**src/design/dec_pkg.sv**
```systemverilog
`timescale 1ns / 1ps
`default_nettype none
// ----------------------------------------------------------------------------
// dec_pkg: shared types and constants of the directory entry checker
// Field layouts, status codes, mode codes and the type index table.
// ----------------------------------------------------------------------------
package dec_pkg;

    localparam int MAX_ENTRIES_DEF = 256;

    localparam int S_TDATA_W = 64;
    localparam int M_TDATA_W = 48;

    // format modes
    localparam logic [1:0] MODE_UNKNOWN = 2'd0;
    localparam logic [1:0] MODE_NEW     = 2'd1;
    localparam logic [1:0] MODE_OLD     = 2'd2;

    // status codes
    localparam logic [4:0] ST_OK_NEW       = 5'd0;
    localparam logic [4:0] ST_OK_OLD       = 5'd1;
    localparam logic [4:0] ST_END          = 5'd2;
    localparam logic [4:0] ST_RESV_BITS    = 5'd3;
    localparam logic [4:0] ST_OLD_OFFSET   = 5'd4;
    localparam logic [4:0] ST_NO_MARKER    = 5'd5;
    localparam logic [4:0] ST_ALIGN_TYPE   = 5'd6;
    localparam logic [4:0] ST_SUBDIR_TYPE  = 5'd7;
    localparam logic [4:0] ST_CART_SIZE    = 5'd8;
    localparam logic [4:0] ST_BANK_RANGE   = 5'd9;
    localparam logic [4:0] ST_SIZE_RANGE   = 5'd10;
    localparam logic [4:0] ST_OLD_TYPE     = 5'd11;
    localparam logic [4:0] ST_PRG_OFFSET   = 5'd12;
    localparam logic [4:0] ST_PRG_SIZE     = 5'd13;
    localparam logic [4:0] ST_SIZE_8K      = 5'd14;
    localparam logic [4:0] ST_SIZE_16K     = 5'd15;
    localparam logic [4:0] ST_OCEAN_512K   = 5'd16;
    localparam logic [4:0] ST_OCEAN_SIZE   = 5'd17;
    localparam logic [4:0] ST_UNSUPPORTED  = 5'd18;
    localparam logic [4:0] ST_UNKNOWN_TYPE = 5'd19;
    localparam logic [4:0] ST_NO_FS        = 5'd20;

    // entry type codes
    localparam logic [4:0] TYPE_NONE      = 5'h00;
    localparam logic [4:0] TYPE_PRG       = 5'h01;
    localparam logic [4:0] TYPE_PRG2      = 5'h02;
    localparam logic [4:0] TYPE_PRG3      = 5'h03;
    localparam logic [4:0] TYPE_CRT_8K    = 5'h10;
    localparam logic [4:0] TYPE_CRT_16K   = 5'h11;
    localparam logic [4:0] TYPE_ULT_16K   = 5'h12;
    localparam logic [4:0] TYPE_ULT_8K    = 5'h13;
    localparam logic [4:0] TYPE_OCEAN_512 = 5'h14;
    localparam logic [4:0] TYPE_OCEAN     = 5'h15;
    localparam logic [4:0] TYPE_UNSUPP    = 5'h1a;
    localparam logic [4:0] TYPE_XBANK     = 5'h1c;
    localparam logic [4:0] TYPE_XBANK2    = 5'h1d;
    localparam logic [4:0] TYPE_EF        = 5'h1e;
    localparam logic [4:0] TYPE_END       = 5'h1f;

    localparam logic [15:0] BANK_MAX      = 16'h003f;
    localparam logic [23:0] SIZE_MAX      = 24'h07ffff;
    localparam logic [15:0] PRG_OFFS_MAX  = 16'h3fff;
    localparam logic [23:0] PRG_SIZE_MAX  = 24'h00efff;
    localparam logic [23:0] SIZE_8K       = 24'h002000;
    localparam logic [23:0] SIZE_16K      = 24'h004000;
    localparam logic [23:0] SIZE_32K      = 24'h008000;
    localparam logic [23:0] SIZE_128K     = 24'h020000;
    localparam logic [23:0] SIZE_256K     = 24'h040000;
    localparam logic [23:0] SIZE_512K     = 24'h080000;

    typedef struct packed {
        logic        first_entry;
        logic [7:0]  flags_byte;
        logic [15:0] bank_word;
        logic [15:0] offset_word;
        logic [23:0] size_value;
    } item_t;

    typedef struct packed {
        logic [4:0]        status;
        logic              old_format;
        logic [3:0]        type_index;
        logic              hidden_flag;
        logic              subdir_flag;
        logic              align_flag;
        logic [7:0]        other_bank_count;
        logic [4:0]        other_bank_offset;
        logic signed [8:0] bank_count;
        logic [8:0]        entry_count;
    } result_t;

    typedef struct packed {
        logic       clear;
        logic       accept;
        logic [1:0] mode;
    } state_upd_t;

    function automatic logic [3:0] type_index(input logic [4:0] t);
        logic [3:0] idx;
        case (t)
            TYPE_NONE:      idx = 4'd0;
            TYPE_PRG:       idx = 4'd1;
            TYPE_PRG2:      idx = 4'd2;
            TYPE_PRG3:      idx = 4'd3;
            TYPE_CRT_8K:    idx = 4'd4;
            TYPE_CRT_16K:   idx = 4'd5;
            TYPE_ULT_16K:   idx = 4'd6;
            TYPE_ULT_8K:    idx = 4'd7;
            TYPE_OCEAN_512: idx = 4'd8;
            TYPE_OCEAN:     idx = 4'd9;
            TYPE_UNSUPP:    idx = 4'd10;
            TYPE_EF:        idx = 4'd11;
            TYPE_XBANK:     idx = 4'd12;
            TYPE_XBANK2:    idx = 4'd13;
            default:        idx = 4'd0;
        endcase
        return idx;
    endfunction

endpackage
`default_nettype wire

```
**src/design/dec_rules.sv**
```systemverilog
`timescale 1ns / 1ps
`default_nettype none
// ----------------------------------------------------------------------------
// dec_rules: entry rule checks and decode
// Runs one entry through the rule chain against the current mode and count,
// producing the result word and the state update.
// ----------------------------------------------------------------------------
module dec_rules (
    input  wire dec_pkg::item_t      item,
    input  wire logic [1:0]          mode_cur,
    input  wire logic [8:0]          count_cur,
    output dec_pkg::result_t         result,
    output dec_pkg::state_upd_t      upd
);
    import dec_pkg::*;

    logic [1:0]  mode;
    logic [8:0]  count;
    logic [4:0]  etype;
    logic [15:0] offs;
    logic [23:0] size;
    logic        is_cart;
    logic        is_old;
    logic        was_old;
    logic [4:0]  type_st;
    logic [4:0]  st;

    // first entry clears state before the check
    assign mode    = item.first_entry ? MODE_UNKNOWN : mode_cur;
    assign count   = item.first_entry ? 9'd0 : count_cur;
    assign etype   = item.flags_byte[4:0];
    assign offs    = item.offset_word;
    assign size    = item.size_value;
    assign is_cart = etype[4];
    assign is_old  = (item.flags_byte[6:5] != 2'b11);
    assign was_old = (mode == MODE_OLD);

    always_comb begin
        case (etype)
            TYPE_NONE: begin
                type_st = ST_OK_NEW;
            end
            TYPE_PRG, TYPE_PRG2, TYPE_PRG3: begin
                if (offs > PRG_OFFS_MAX) begin
                    type_st = ST_PRG_OFFSET;
                end else if (size > PRG_SIZE_MAX) begin
                    type_st = ST_PRG_SIZE;
                end else begin
                    type_st = ST_OK_NEW;
                end
            end
            TYPE_CRT_8K, TYPE_ULT_8K: begin
                type_st = (!is_old && size != SIZE_8K) ? ST_SIZE_8K : ST_OK_NEW;
            end
            TYPE_CRT_16K, TYPE_ULT_16K: begin
                type_st = (!is_old && size != SIZE_16K) ? ST_SIZE_16K : ST_OK_NEW;
            end
            TYPE_OCEAN_512: begin
                type_st = (size != SIZE_512K) ? ST_OCEAN_512K : ST_OK_NEW;
            end
            TYPE_OCEAN: begin
                type_st = (size == SIZE_32K || size == SIZE_128K || size == SIZE_256K)
                          ? ST_OK_NEW : ST_OCEAN_SIZE;
            end
            TYPE_XBANK, TYPE_XBANK2, TYPE_EF: begin
                type_st = ST_OK_NEW;
            end
            TYPE_UNSUPP: begin
                type_st = ST_UNSUPPORTED;
            end
            default: begin
                type_st = ST_UNKNOWN_TYPE;
            end
        endcase
    end

    always_comb begin
        if (is_old && mode == MODE_NEW) begin
            st = ST_RESV_BITS;
        end else if (etype == TYPE_END) begin
            st = (mode == MODE_UNKNOWN) ? ST_NO_FS : ST_END;
        end else if (is_cart && offs != 16'd0 && (is_old || was_old)) begin
            st = ST_OLD_OFFSET;
        end else if (is_cart && !is_old && !offs[15]) begin
            st = ST_NO_MARKER;
        end else if (is_cart && !is_old && offs[13] && etype < TYPE_XBANK) begin
            st = ST_ALIGN_TYPE;
        end else if (is_cart && !is_old && offs[14]
                     && !(etype == TYPE_UNSUPP || etype >= TYPE_XBANK)) begin
            st = ST_SUBDIR_TYPE;
        end else if (is_cart && size[12:0] != 13'd0) begin
            st = ST_CART_SIZE;
        end else if (item.bank_word > BANK_MAX) begin
            st = ST_BANK_RANGE;
        end else if (size > SIZE_MAX) begin
            st = ST_SIZE_RANGE;
        end else if (is_old && (etype > TYPE_ULT_8K
                     || (etype > TYPE_PRG && etype < TYPE_CRT_8K))) begin
            st = ST_OLD_TYPE;
        end else if (type_st != ST_OK_NEW) begin
            st = type_st;
        end else begin
            st = is_old ? ST_OK_OLD : ST_OK_NEW;
        end
    end

    always_comb begin
        result = '0;
        result.status = st;
        if (st == ST_OK_OLD) begin
            result.old_format = 1'b1;
        end
        if (st == ST_END) begin
            result.entry_count = count;
        end
        if (st == ST_OK_NEW) begin
            result.type_index  = type_index(etype);
            result.hidden_flag = item.flags_byte[7];
            if (is_cart) begin
                result.subdir_flag       = offs[14];
                result.align_flag        = offs[13];
                result.other_bank_count  = offs[7:0];
                result.other_bank_offset = offs[12:8];
                result.bank_count        = size[21:13] - {1'b0, offs[7:0]};
            end
        end
    end

    assign upd.clear  = item.first_entry;
    assign upd.accept = (st == ST_OK_NEW) || (st == ST_OK_OLD);
    assign upd.mode   = is_old ? MODE_OLD : MODE_NEW;

endmodule
`default_nettype wire

```
**config.mk**
```make
export PLATFORM = sky130hd
export DESIGN_NAME = dec_rules
export DESIGN_NICKNAME = d
export VERILOG_FILES = /design/src/design/dec_pkg.sv /design/src/design/dec_rules.sv
export SDC_FILE = /design/constraint.sdc
export NUM_CORES = 1
export LEC_CHECK = 0
export BUFFER_PORTS_ARGS = -buffer_cell sky130_fd_sc_hd__buf_2
export CORE_MARGIN = 2
export CORE_UTILIZATION = 42
export DETAILED_ROUTE_END_ITERATION = 8
export PLACE_DENSITY = 0.85
export SLEW_MARGIN = 10
export SYNTH_ARGS = -nofsm -noshare
export SYNTH_HDL_FRONTEND = slang
export SYNTH_SLANG_ARGS = --single-unit
```
**constraint.sdc**
```tcl
create_clock -name vclk -period 3.1
set_input_delay 0.155 -clock vclk [all_inputs]
set_output_delay 0.155 -clock vclk [all_outputs]
set_load 0.005 [all_outputs]
```
==> results of run 1 <==
per-stage QoR:
step	worst slack [ns]	hold WS [ns]	utilization
3_5_place_dp	0.173	0.530	0.588
5_1_grt	0.0723	0.555	0.593
6_report	0.222	0.525	0.593
4_1_cts	0.180	0.530	0.588
2_1_floorplan	0.629	0.391	-
3_3_place_gp	0.239	0.520	0.588
routing by layer:
layer / track usage / up-vias / part of all wire
met3: 0.0139 / 10 / 0.091
met1: 0.312 / 988 / 0.40
li1: - / 1096 / -
met2: 0.432 / 119 / 0.49
met5: 0 / - / 0
met4: 0.0399 / 0 / 0.017
power by group:
group	switching [mW]	leakage, nW	internal, mW	total [mW]
sequential	0	0	0	0
clock	0	0	0	0
combinational	0.129	1.12	0.102	0.231
total	0.129	1.12	0.102	0.231
repair_timing:
action,CTS,global route
setup endpoints to repair,0,10
gates resized for setup,0,1
buffers inserted,0,1
hold buffers,0,0
cell families (layout without fill, tap and decap cells):
logic type,count (synthesis),count (layout),synth area share
and+or+nand+nor,128,128,0.493
AOI/OAI and AO/OA,53,53,0.244
buffers and inverters,29,139,0.107
adders and majority gates,13,13,0.110
xor gates and xnor gates,7,7,0.0397
muxes,1,1,0.00648
worst max-delay path, stage by stage:
cell and delay [ns]:
buf_2 0.17, inv_1 0.08, ha_1 0.26, or2_2 0.35, a211oi_1 0.28, o2111ai_1 0.17, a21oi_1 0.36, o2111ai_2 0.23
a21oi_4 0.32, and3_1 0.23, buf_2 0.11
final timing paths:
| check | endpoint | depth (start not counted) |
|---|---|---|
| max | result[15] | 11 |
| min | upd[3] | 2 |
layout make-up:
cell class                      count  area share
Tap cell                           48      0.0281
Inverter                           17      0.0322
Timing Repair Buffer              122       0.290
Multi-Input combinational cell    202       0.649
placed cells by master, fill, tap and decap left out, types with 2 or more instances in the layout:
cell       count
or4_1          4
a31oi_1        5
o21a_1         3
o21bai_1       3
o2111ai_1      2
or4_4          2
nor4b_1        4
nand2_1        9
nand4b_1       4
a21oi_1       11
nor3_1        23
inv_1         16
xor2_1         3
nand4_1        4
or3_1          4
ha_1          12
buf_4          4
nand3_1        8
nand2b_1       6
or2_2          4
nor2_1        16
a211oi_1       3
buf_2        118
nor3b_1        3
nor2b_1        3
nor4_1         6
and2_1        12
xnor2_1        4
o21ai_0        9
and3_1        12
==> flow_summary.ini, run 1 <==
[yosys]
synth_common_cells = nor3_1 (23), inv_1 (16), nor2_1 (16)
synth-seq-area-share = 0
syn_area_sq_um = 1550
synth.largest_area_cell = ha_1
synth_top_area_frac = 0.0972
postSynthAreaPerCell_sq_um = 6.69
yosysUniqueCellTypes = 57
ys_top_cells_by_area = ha_1 (9.7%), nor3_1 (7.4%), and2_1 (4.9%), and3_1 (4.9%), inv_1 (3.9%)
synth_cells = 231
yosysWarnings = 0
synth_nets = 320
synth.most_common_cell = nor3_1

[placed_design]
dp_hpwl_mm = 4.34
io_buffer_count = 118
place_inst = 388
dpl-instance-area_sq_um = 2120
gp_congestion = 0.928

[global_routing]
track_usage = 0.238
grt_pass1_wl_mm = 8.30
antenna_found_initial = 0
grt_max_degree = 19
grt_remaining_overflow = 0
grt_pass1_vias = 1892

[cells_and_area]
register_area_sq_um = 0
instances_no_fill = 389
post-route-cell-area_sq_um = 2140
n_sequential_cell = 0
drive_gt1_frac = 0.396
multi_input_area_sq_um = 1390
nClkBuffers = 0
area_delta_synth_final_pct = 38.3
nets = 432
diodes = 0
fillerInstances = 358

[die]
dieWidth_microns = 64.7
io-pin-count = 124
start_util = 0.429
die_area_sq_um = 4180
die_h_microns = 64.7
core_sq_um = 3610
rows = 22

[route]
vias = 2213
route.detailed.drc = 0
first_pass_iters = 5
totalWireLength_mm = 5.27
wl_per_cell_microns = 13.5
drt_iter0_markers = 144
ant_nets = 0
vias_per_cell = 5.69

[critical_path]
cp.arrival_ns = 2.72
critical_path.startpoint = item[57]
end_kind = output pin
cp-start-kind = primary input
worstPathMaxFanout = 12
required_ns = 2.94
crit_type = primary input to output pin

[power]
vdd.ir_drop.worst_uv = 51.1
powerDensity_nw_per_um2 = 108
leakage_nw = 1.12
p_total_mw = 0.231

[timing]
fmax_mhz = 347
finalCriticalPeriod_ns = 2.88
period_share = 0.928
max_slew_margin = 0.501
rsz0062_at_grt = false
fin_tns_setup_ns = 0
tightest_slew_ns = 0.738
setup_viol = 0
drv_slew = 0
hold_viol = 0

[worst_hold_path]
min-delay-start = item[64]
hold_path_class = primary input to output pin

[outcome]
status = completed

[job]
max_cap_viol_count = 0
No activity file was read; power rests on OpenSTA's default activity.
==> run 2: changes to the inputs <==
--- a/config.mk
+++ b/config.mk
@@ -5,9 +5,10 @@
 export SDC_FILE = /design/constraint.sdc
 export NUM_CORES = 1
 export LEC_CHECK = 0
+export ABC_AREA = 1
 export BUFFER_PORTS_ARGS = -buffer_cell sky130_fd_sc_hd__buf_2
 export CORE_MARGIN = 2
-export CORE_UTILIZATION = 42
+export CORE_UTILIZATION = 43
 export DETAILED_ROUTE_END_ITERATION = 8
 export PLACE_DENSITY = 0.85
 export SLEW_MARGIN = 10
==> flow_summary.ini, run 2 <==
[route]
route.detailed.drc = 0
ant_nets = 0
vias_per_cell = 4.91
vias = 2443
drt_iter0_markers = 84
totalWireLength_mm = 5.37
wl_per_cell_microns = 10.8
first_pass_iters = 4

[worst_hold_path]
min-delay-start = item[64]
hold_path_class = primary input to output pin

[yosys]
synth-seq-area-share = 0
synth_cells = 338
syn_area_sq_um = 1690
synth.most_common_cell = nor2_1
yosysWarnings = 0
synth_common_cells = nor2_1 (89), nand2_1 (81), inv_1 (49), nand3_1 (22), ha_1 (12)
synth.largest_area_cell = nor2_1
synth_top_area_frac = 0.198
synth_nets = 427
postSynthAreaPerCell_sq_um = 5.00
yosysUniqueCellTypes = 33
ys_top_cells_by_area = nor2_1 (20%), nand2_1 (18%), inv_1 (11%), ha_1 (8.9%), nor2_4 (6.7%)

[critical_path]
worstPathMaxFanout = 9
crit_type = primary input to output pin
critical_path.startpoint = item[57]
required_ns = 2.94
slowest_delay_ns = 0.28
critPathMostFrequentCell = nand2_1
cp_slowest_cell = nand3_1
cp.arrival_ns = 2.56
end_kind = output pin
cp_cell_sequence = buf_2 -> inv_1 -> ha_1 -> inv_1 -> nand3_1 -> nand2_1 -> nand2_1 -> nor2_1 -> nand3_2 -> nand2_1 -> nor2_1 -> nand3_1 -> nand2_1 -> nand2_1 -> nand2_1 -> nand2_1 -> nand2_1 -> nand2_1 -> nand2_1 -> nand2_1 -> nand3_1 -> nor2_1 -> buf_2
cp-start-kind = primary input

[global_routing]
grt_max_degree = 30
grt_pass1_vias = 2159
grt_remaining_overflow = 0
track_usage = 0.237
grt_pass1_wl_mm = 8.72
antenna_found_initial = 0

[power]
p_total_mw = 0.292
powerDensity_nw_per_um2 = 127
leakage_nw = 1.37
vdd.ir_drop.worst_uv = 70.0

[die]
io-pin-count = 124
rows = 22
die_area_sq_um = 4450
dieWidth_microns = 66.7
die_h_microns = 66.7
core_sq_um = 3720
start_util = 0.455

[job]
max_cap_viol_count = 0

[timing]
finalCriticalPeriod_ns = 2.71
period_share = 0.874
hold_viol = 0
setup_viol = 0
hold_ws_ns = 0.527
rsz0062_at_grt = false
drv_slew = 0
fmax_mhz = 369
fin_tns_setup_ns = 0
tightest_slew_ns = 0.354
max_slew_margin = 0.763

[cells_and_area]
nets = 541
drive_gt1_frac = 0.320
diodes = 0
final_common_cell = buf_2
n_sequential_cell = 0
area_delta_synth_final_pct = 36.2
fin_util = 0.620
register_area_sq_um = 0
nClkBuffers = 0
post-route-cell-area_sq_um = 2300
final_cell_mix = buf_2 (118), nor2_1 (89), nand2_1 (81), inv_1 (49), nand3_1 (22)

[placed_design]
io_buffer_count = 118
gp_congestion = 0.943
dp_hpwl_mm = 4.60
dpl-instance-area_sq_um = 2300

[clock_tree]
cts_resized = 0
cts-hold-fix-buffers = 0
post-cts-setup-buffer-count = 0

[outcome]
status = completed
## run 2: cell count changes in the layout (fill, tap and decap cells not counted), moves of 6 or more
| cell | delta |
|---|---|
| and2_1 | -12 |
| nand2_1 | +72 |
| nand2b_1 | -6 |
| inv_1 | +33 |
| and3_1 | -12 |
| nor2_1 | +73 |
| nor2_4 | +10 |
| nor3_1 | -16 |
| nand3_1 | +14 |
## run 2: final timing paths
path                    end  slack (ns)  cells after the start
setup / recovery  result[1]        0.39                     23
hold / removal       upd[3]        0.53                      2
## run 2: cells by family after synthesis
group / after synthesis / share of synthesized area
and+or+nand+nor: 230 / 0.625
buffers and inverters: 61 / 0.157
AOI/OAI and AO/OA: 34 / 0.118
adders and majority gates: 13 / 0.101
## run 2: critical path, delay by kind of cell
family                   cells  cell delay [ns]
buffers and inverters        4             0.51
adder cells (fa/ha/maj)      1             0.23
AND/OR/NAND/NOR             18             1.68
## run 2: power by group
group	switching (mW)	internal (mW)	total [mW]
combinational	0.173	0.119	0.292
clock	0	0	0
sequential	0	0	0
total	0.173	0.119	0.292
## run 2: final cells by class
class,instances,area [sq um]
multi-input cells,277,1430
well taps,48,60.1
inverters,53,199
repair buffers,120,618
fillers,409,1410
## run 2: layer usage
metal | GRT usage | part of all wire | vias to the layer above
li1 | - | - | 1283
met1 | 0.282 | 0.42 | 1064
met2 | 0.465 | 0.50 | 90
met3 | 0.0152 | 0.073 | 6
met4 | 0.0357 | 0.0095 | 0
met5 | 0 | 0 | -
## run 2: metrics by stage
stage | setup slack [ns] | std cells
after floorplan | 0.954 | 338
after global placement | 0.542 | 498
after detailed placement | 0.450 | 498
after CTS | 0.450 | 498
after global routing | 0.107 | 498
final | 0.389 | 498
